[config.mk]
export PLATFORM = sky130hd
export DESIGN_NAME = ffps_divsqrt
export DESIGN_NICKNAME = d
export VERILOG_FILES = /design/src/sv/ffps_pkg.sv /design/src/sv/ffps_divsqrt.sv
export SDC_FILE = /design/constraint.sdc
export NUM_CORES = 1
export LEC_CHECK = 0
export ABC_AREA = 1
export BUFFER_PORTS_ARGS = -buffer_cell sky130_fd_sc_hd__clkbuf_2
export CORE_ASPECT_RATIO = 0.8
export CORE_MARGIN = 8
export CORE_UTILIZATION = 52
export DETAILED_ROUTE_END_ITERATION = 16
export PLACE_DENSITY_LB_ADDON = 0.12
export SETUP_SLACK_MARGIN = 0.5
export SLEW_MARGIN = 20
export SYNTH_ARGS = -nofsm -noshare
export SYNTH_HDL_FRONTEND = slang
export SYNTH_SLANG_ARGS = --single-unit
[constraint.sdc]
create_clock -name i_clk -period 2.7 [get_ports i_clk]
set_input_delay 0.54 -clock i_clk [delete_from_list [all_inputs] [get_ports i_clk]]
set_output_delay 0.54 -clock i_clk [all_outputs]
set_load 0.02 [all_outputs]
[src/sv/ffps_pkg.sv]
// ----------------------------------------------------------------------------
// ffps_pkg
// shared constants, codes and types of the flow-field particle stepper
// ----------------------------------------------------------------------------
package ffps_pkg;

    // default field memory depth, a power of two
    localparam int FIELD_CELLS_DEF = 4096;

    // shared divide / square-root unit sizing
    localparam int DS_DW = 34;    // dividend / radicand shift register
    localparam int DS_RW = 22;    // partial remainder
    localparam int DS_VW = 17;    // divisor
    localparam int DS_SW = 6;     // step counter

    // configuration register indexes
    localparam logic [2:0] CFG_SAMPLING  = 3'd0;
    localparam logic [2:0] CFG_INTERVAL  = 3'd1;
    localparam logic [2:0] CFG_COLUMNS   = 3'd2;
    localparam logic [2:0] CFG_WIDTH     = 3'd3;
    localparam logic [2:0] CFG_HEIGHT    = 3'd4;
    localparam logic [2:0] CFG_MAX_SPEED = 3'd5;

    // configuration reset values
    localparam logic        RST_SAMPLING  = 1'b0;
    localparam logic [6:0]  RST_INTERVAL  = 7'd8;
    localparam logic [12:0] RST_COLUMNS   = 13'd64;
    localparam logic [12:0] RST_WIDTH     = 13'd512;
    localparam logic [12:0] RST_HEIGHT    = 13'd512;
    localparam logic [15:0] RST_MAX_SPEED = 16'd256;

    // input item modes
    localparam logic [1:0] MODE_LOAD  = 2'd0;
    localparam logic [1:0] MODE_TICK  = 2'd1;
    localparam logic [1:0] MODE_PLACE = 2'd2;

    // request to the shared unit
    typedef struct packed {
        logic             start;
        logic             sqrt;
        logic [DS_SW-1:0] steps;
    } t_ds_req;

    // response from the shared unit
    typedef struct packed {
        logic             done;
        logic [DS_DW-1:0] quo;
    } t_ds_rsp;

endpackage

[src/sv/ffps_divsqrt.sv]
// ----------------------------------------------------------------------------
// ffps_divsqrt
// shared restoring divider and digit-by-digit square root, one bit per cycle
// ----------------------------------------------------------------------------
module ffps_divsqrt import ffps_pkg::*; (
    input  logic             i_clk,
    input  logic             i_rst_n,
    input  t_ds_req          i_req,
    input  logic [DS_DW-1:0] i_dvd,
    input  logic [DS_VW-1:0] i_dvr,
    output t_ds_rsp          o_rsp
);

    logic             r_busy;
    logic             r_done;
    logic             r_sqrt;
    logic [DS_SW-1:0] r_cnt;
    logic [DS_DW-1:0] r_d;
    logic [DS_RW-1:0] r_r;
    logic [DS_DW-1:0] r_q;
    logic [DS_VW-1:0] r_dvr;

    logic [DS_RW-1:0] w_sh;
    logic [DS_RW-1:0] w_trial;
    logic [DS_RW:0]   w_diff;
    logic             w_ge;

    // one compare-subtract shared by both operations
    always_comb begin
        if (r_sqrt) begin
            w_sh    = {r_r[DS_RW-3:0], r_d[DS_DW-1:DS_DW-2]};
            w_trial = {r_q[DS_RW-3:0], 2'b01};
        end else begin
            w_sh    = {r_r[DS_RW-2:0], r_d[DS_DW-1]};
            w_trial = DS_RW'(r_dvr);
        end
        w_diff = {1'b0, w_sh} - {1'b0, w_trial};
        w_ge   = ~w_diff[DS_RW];
    end

    always_ff @(posedge i_clk) begin
        if (!i_rst_n) begin
            r_busy <= 1'b0;
            r_done <= 1'b0;
            r_cnt  <= '0;
        end else begin
            r_done <= 1'b0;
            if (i_req.start) begin
                r_busy <= 1'b1;
                r_cnt  <= i_req.steps;
            end else if (r_busy) begin
                r_cnt <= r_cnt - 1'b1;
                if (r_cnt == DS_SW'(1)) begin
                    r_busy <= 1'b0;
                    r_done <= 1'b1;
                end
            end
        end
    end

    always_ff @(posedge i_clk) begin
        if (i_req.start) begin
            r_sqrt <= i_req.sqrt;
            r_d    <= i_dvd;
            r_dvr  <= i_dvr;
            r_r    <= '0;
            r_q    <= '0;
        end else if (r_busy) begin
            r_d <= r_sqrt ? {r_d[DS_DW-3:0], 2'b00} : {r_d[DS_DW-2:0], 1'b0};
            r_r <= w_ge ? w_diff[DS_RW-1:0] : w_sh;
            r_q <= {r_q[DS_DW-2:0], w_ge};
        end
    end

    assign o_rsp.done = r_done;
    assign o_rsp.quo  = r_q;

endmodule

==> results of run 1 <==
[synthesized netlist by cell type]
cell type  count  area share (%)
nor2_2         4            0.38
nand3b_1       3            0.34
buf_1          5            0.28
ha_1          24             4.6
clkinv_1       1           0.057
nand3_1       44             3.3
nor2_1        55             3.1
a21oi_2        1            0.13
edfxtp_1      52              24
xor2_1         6            0.80
and2_1         1           0.095
buf_6          2            0.34
buf_2         14             1.1
inv_2          1           0.057
clkbuf_1      20             1.1
nand2_1      304              17
a31oi_1        3            0.28
nand3_2        4            0.61
buf_4          1            0.11
inv_1        126             7.2
a21oi_1       78             5.9
o22ai_1       32             3.0
o21bai_1       1            0.11
mux2i_1        1            0.15
o21ai_0       39             3.0
fa_1           1            0.30
nand2_2        2            0.19
nand3_4        1            0.27
xnor2_1        2            0.27
nor3_1         5            0.38
nand4_1       17             1.6
dfxtp_1       63              19
or2_2          3            0.28
o21ai_1        6            0.46
[power breakdown]
group          internal [mW]  switching [mW]  leakage [nW]
Clock                   1.35           0.832         0.282
Combinational           1.86            2.49          2.92
Sequential              2.05           0.150          1.03
Total                   5.27            3.47          4.23
[registers in the layout, indices dropped and copies added (netlist names)]
register	count
r_dvr	17
r_r	21
r_busy	1
r_done	1
r_cnt	6
r_sqrt	1
r_d	34
r_q	34
[worst max-delay path, cell delays in order (launching register included)]
cell and delay (ns):
edfxtp_1 0.41, buf_6 0.16, buf_16 0.13, or2_4 0.25, ha_4 0.16, fa_2 0.35
inv_2 0.09, nand2_2 0.08, nand3_4 0.10, nand2_4 0.07, nand3_4 0.17, buf_4 0.15
buf_6 0.09, nand3_4 0.06, nand3_2 0.07, nand2_1 0.05
[layer usage]
metal | global-route usage (%) | wire length [microns] | vias up | share of wire (%)
met3 | 6.046 | 1668 | 39 | 8.5
li1 | - | - | 3294 | -
met4 | 8.637 | 440 | 0 | 2.2
met5 | 0 | 0 | - | 0
met1 | 30.25 | 8878 | 3100 | 45
met2 | 33.87 | 8729 | 296 | 44
[what timing repair did]
action | in CTS | in global routing
cloned | 2 | 4
setup buffers | 20 | 10
pin swaps | 10 | 26
setup endpoints to repair | 22 | 22
gates resized for setup | 94 | 81
[final cells by class]
class | count | share of cell area (%)
Multi-Input combinational cell | 637 | 41.04
Inverter | 128 | 5.376
Clock buffer | 19 | 5.141
Timing Repair Buffer | 167 | 13.43
Sequential cell | 115 | 31.26
Tap cell | 171 | 2.369
Clock inverter | 13 | 1.386
[per-stage QoR]
stage	hold slack, ns	std cells	utilization, %	cell area, sq um	power [mW]
after detailed placement	0.4420	1182	60.29	7413	5.201
after CTS	0.2903	1236	69.36	8529	7.991
final	0.3001	1250	73.43	9030	8.740
after global placement	0.4419	1182	60.29	7413	5.194
after floorplan	0.4258	922	-	6648	4.355
after global routing	0.2867	1250	73.43	9030	9.238
[final timing paths]
path | depth (start not counted) | start | to | slack (ns)
worst max-delay path | 15 | r_sqrt | r_r[12] | 0.20
worst min register to register | 2 | r_r[3] | r_r[3] | 0.45
worst min-delay path | 1 | i_dvr[0] | r_dvr[0] | 0.30
worst max register to register | 15 | r_sqrt | r_r[12] | 0.20
[kinds of logic (layout without fill, tap and decap cells)]
| logic type | Yosys count | count (layout) | synth area share (%) |
|---|---|---|---|
| xor gates and xnor gates | 8 | 8 | 1.063 |
| AOI/OAI and AO/OA | 160 | 160 | 12.91 |
| adders and majority gates | 25 | 25 | 4.860 |
| muxes | 1 | 1 | 0.1519 |
| buffers and inverters | 170 | 327 | 10.23 |
| DFF | 115 | 115 | 42.83 |
| and+or+nand+nor | 443 | 443 | 27.95 |
==> flow_metrics.env, run 1 <==
export IMPL_outcome="finished clean"
export IMPL_clk_path_buf_depth=2
export IMPL_fillers=938
export IMPL_vdd_drop_max_mv=0.5249
export IMPL_grt_usage_pct=22.47
export IMPL_mappedNetlistArea_sq_um=6590
export IMPL_path_class="reg2reg"
export IMPL_clk_latency_ns=0.41
export IMPL_num_antenna_cells=0
export IMPL_pre_cts_slack_ns=0.06430
export IMPL_drc=0
export IMPL_grt_max_degree=36
export IMPL_max_freq_mhz=399.7
export IMPL_crit_path_max_fanout=8
export IMPL_synth_distinct_cells=34
export IMPL_multiInputGateArea_sq_um=3706
export IMPL_p_leak_nw=4.230
export IMPL_period_share_pct=92.66
export IMPL_cts_sinks=115
export IMPL_layout_cells_most_common_list="269 x nand2_1, 118 x inv_1, 95 x clkbuf_2"
export IMPL_final_nets=1152
export IMPL_cts_tree="built"
export IMPL_overflow=0
export IMPL_ys_ff_latch=115
export IMPL_arrival_ns=2.80
export IMPL_cts_hold_fix_buffers=0
export IMPL_wl_per_cell_microns=15.77
export IMPL_ant_nets=0
export IMPL_drtIter0Drc=567
export IMPL_io_pins=96
export IMPL_routed_via_density=5.383
export IMPL_cts_htree_levels=4
export IMPL_antenna_found_initial=0
export IMPL_die_height_microns=116.7
export IMPL_dr_pass1_iters=7
export IMPL_worst_pin_slew_ns=0.5556
export IMPL_core_area_sq_um=12300
export IMPL_fin_setup_tns_ns=0
export IMPL_maxSlewViolCount=0
export IMPL_dr_total_vias=6729
export IMPL_min_period_ns=2.502
export IMPL_start_util_pct=53.59
export IMPL_synth_nets=1008
export IMPL_power_density_nw_per_um2=967.9
export IMPL_hpwl_microns=13150
export IMPL_yosysWarnings=0
export IMPL_final_common_cell="nand2_1"
export IMPL_required_ns=3.00
export IMPL_grt_pass1_vias=6154
export IMPL_setup_viol=0
export IMPL_cts_buffers=17
export IMPL_die_x_microns=141.9
export IMPL_cts_root_buf="clkbuf_16"
export IMPL_synthesis_instances=922
export IMPL_hold_viol=0
export IMPL_place_congestion=0.8994
export IMPL_setup_ws_ns=0.1981
export IMPL_maxSlewHeadroom_pct=62.91
export IMPL_maxCapViolCount=0
export IMPL_hold_class="in2reg"
export IMPL_finalClockSkew_ns=0.01078
export IMPL_endpoint_kind="register"
export IMPL_start_kind="register"
export IMPL_clkTransAtPathRegs_ns=0.06
export IMPL_ys_seq_area_share_pct=42.83
export IMPL_rows=36
export IMPL_rsz0062_at_grt="yes"
export IMPL_area_growth_pct=37.02
export IMPL_dieArea_sq_um=16550
export IMPL_drive_gt1_share_pct=29.94
export IMPL_port_buffers=95
export IMPL_routed_wl_microns=19720
export IMPL_grt_pass1_wl_microns=29480
export IMPL_syn_avg_cell_area_sq_um=7.148
export IMPL_final_seq_area_sq_um=2823
(Power assumes the default switching activity.)
==> run 2, diff against run 1 <==
--- a/config.mk
+++ b/config.mk
@@ -7,12 +7,12 @@
 export LEC_CHECK = 0
 export ABC_AREA = 1
 export BUFFER_PORTS_ARGS = -buffer_cell sky130_fd_sc_hd__clkbuf_2
+export CAP_MARGIN = 40
 export CORE_ASPECT_RATIO = 0.8
 export CORE_MARGIN = 8
 export CORE_UTILIZATION = 52
 export DETAILED_ROUTE_END_ITERATION = 16
 export PLACE_DENSITY_LB_ADDON = 0.12
-export SETUP_SLACK_MARGIN = 0.5
 export SLEW_MARGIN = 20
 export SYNTH_ARGS = -nofsm -noshare
 export SYNTH_HDL_FRONTEND = slang
==> run 2 against run 1 <==
  * Core utilization down 7.1 points
  * Flip-flop and latch count unchanged
  * Via count down 5.3%
  * Final cell count down 3.0%
  * Fmax down 2.7%
  * Non-clock buffer count down 37
  * Clock power up 11%
  * Largest cell class unchanged
  * Global-route usage down 0.27 points
  * Worst hold slack better by 0.0043 ns
  * Largest power group unchanged
==> flow_metrics.env, run 2 (synthesized netlist as in run 1, its figures left out) <==
export IMPL_dp_cells=1172
export IMPL_outcome="finished clean"
export IMPL_wl_per_cell_microns=15.24
export IMPL_worstRegToRegCells=14
export IMPL_cts_sinks=115
export IMPL_grt_max_degree=59
export IMPL_overflow=0
export IMPL_dr_total_vias=6371
export IMPL_reg_top3="r_d (34), r_q (34), r_r (21)"
export IMPL_dr_pass1_iters=5
export IMPL_start_kind="register"
export IMPL_endpoint_kind="register"
export IMPL_clk_latency_ns=0.41
export IMPL_critPathSlowestCell="edfxtp_1"
export IMPL_start_util_pct=53.59
export IMPL_ant_nets=0
export IMPL_rows=36
export IMPL_hold_class="in2reg"
export IMPL_pre_cts_slack_ns=-0.06063
export IMPL_clkTransAtPathRegs_ns=0.05
export IMPL_whs_ns=0.3044
export IMPL_routed_via_density=5.252
export IMPL_grt_pass1_vias=5953
export IMPL_maxCapViolCount=0
export IMPL_r2r_start="r_sqrt"
export IMPL_port_buffers=95
export IMPL_final_common_cell="nand2_1"
export IMPL_final_nets=1115
export IMPL_core_area_sq_um=12300
export IMPL_layout_cells_most_common_list="301 x nand2_1, 123 x inv_1, 95 x clkbuf_2"
export IMPL_cpPeakStageDelay_ns=0.48
export IMPL_io_pins=96
export IMPL_crit_chain="buf_12 > or2_2 > ha_2 > fa_2 > inv_1 > nand3_1 > nand3_2 > nand2_1 > nand3_2 > nand2_1 > nand3_1 > nand3_1 > nand2_1 > nand2_1"
export IMPL_max_freq_mhz=389.0
export IMPL_setup_viol=0
export IMPL_clk_path_buf_depth=2
export IMPL_maxSlewHeadroom_pct=55.03
export IMPL_min_from="i_dvr[9]"
export IMPL_power_density_nw_per_um2=954.7
export IMPL_area_growth_pct=23.83
export IMPL_cts_root_buf="clkbuf_16"
export IMPL_p_leak_nw=3.950
export IMPL_rsz0062_at_grt="yes"
export IMPL_min_path_cells=1
export IMPL_cts_buffers=17
export IMPL_num_antenna_cells=0
export IMPL_hold_viol=0
export IMPL_finalClockSkew_ns=0.008982
export IMPL_crit_path_max_fanout=21
export IMPL_path_class="reg2reg"
export IMPL_critPathMostFrequentCell="nand2_1"
export IMPL_min_period_ns=2.571
export IMPL_hpwl_microns=13140
export IMPL_vdd_drop_max_mv=0.4772
export IMPL_antenna_found_initial=0
export IMPL_place_congestion=0.9071
export IMPL_drive_gt1_share_pct=19.00
export IMPL_cts_tree="built"
export IMPL_period_share_pct=95.21
export IMPL_cts_htree_levels=4
export IMPL_drtIter0Drc=600
export IMPL_grt_usage_pct=22.20
export IMPL_worst_pin_slew_ns=0.6746
export IMPL_die_height_microns=116.7
export IMPL_final_cells=1213
export IMPL_maxSlewViolCount=0
export IMPL_grt_pass1_wl_microns=29000
export IMPL_fillers=1141
export IMPL_drc=0
export IMPL_setup_ws_ns=0.1294
export IMPL_die_x_microns=141.9
export IMPL_routed_wl_microns=18490
export IMPL_required_ns=3.00
export IMPL_dieArea_sq_um=16550
export IMPL_setup_worst_path_start="r_sqrt"
export IMPL_arrival_ns=2.87
==> run 2: changes by cell type in the layout (fill, tap and decap cells not counted), moves of 11 or more <==
cell | previous run | this run
buf_4 | 51 | 28
ha_1 | 10 | 21
ha_4 | 14 | 2
nand2_1 | 269 | 301
nand2_2 | 34 | 5
o21ai_0 | 8 | 28
o21ai_2 | 16 | 3
==> run 2: final cells by class <==
cell class / instances / area (sq um) / area share [%]
Sequential cell: 115 / 2823 / 34.59
Clock buffer: 21 / 503.0 / 6.164
Timing Repair Buffer: 130 / 813.3 / 9.966
Inverter: 128 / 480.5 / 5.888
Clock inverter: 11 / 143.9 / 1.763
Tap cell: 171 / 214.0 / 2.622
Multi-Input combinational cell: 637 / 3183 / 39.01
==> run 2: where the power goes <==
| part | switching (mW) | total [mW] | internal, mW |
|---|---|---|---|
| Sequential | 0.137 | 2.19 | 2.05 |
| Combinational | 1.97 | 3.18 | 1.21 |
| Clock | 0.806 | 2.42 | 1.61 |
| Total | 2.91 | 7.79 | 4.88 |
==> run 2: worst max-delay path: cells and delay by family, from the launching register on <==
kind	cells	cell delay, ns
and+or+nand+nor	10	1.11
DFF	1	0.48
buffers and inverters	2	0.31
adders and majority gates	2	0.55
==> run 2: final timing paths <==
kind              end  slack, ns
max           r_r[16]       0.13
min          r_dvr[9]       0.30
max reg2reg   r_r[16]       0.13
min reg2reg   r_r[10]       0.46
==> run 2: per-layer routing <==
| layer | global-route usage, % | wire, microns |
|---|---|---|
| met1 | 30.30 | 8670 |
| met2 | 33.64 | 8009 |
| met3 | 5.842 | 1491 |
| met4 | 7.138 | 314 |
| met5 | 0 | 0 |
==> run 2: through the flow <==
step	setup TNS (ns)	power, mW	area (sq um)	utilization (%)
6_report	0	7.791	8160	66.36
5_1_grt	-0.06001	8.306	8160	66.36
4_1_cts	0	7.568	7990	64.98
3_5_place_dp	-0.07277	5.133	7331	59.62
3_3_place_gp	-0.02694	5.112	7331	59.62
2_1_floorplan	0	4.325	6590	-
==> run 2: what timing repair did <==
action / 4_1_cts / 5_1_grt
pin swaps: 0 / 7
setup endpoints to repair: 2 / 22
hold buffers: 0 / 0
setup buffers: 1 / 7
resized for setup: 1 / 34
cloned: 0 / 1
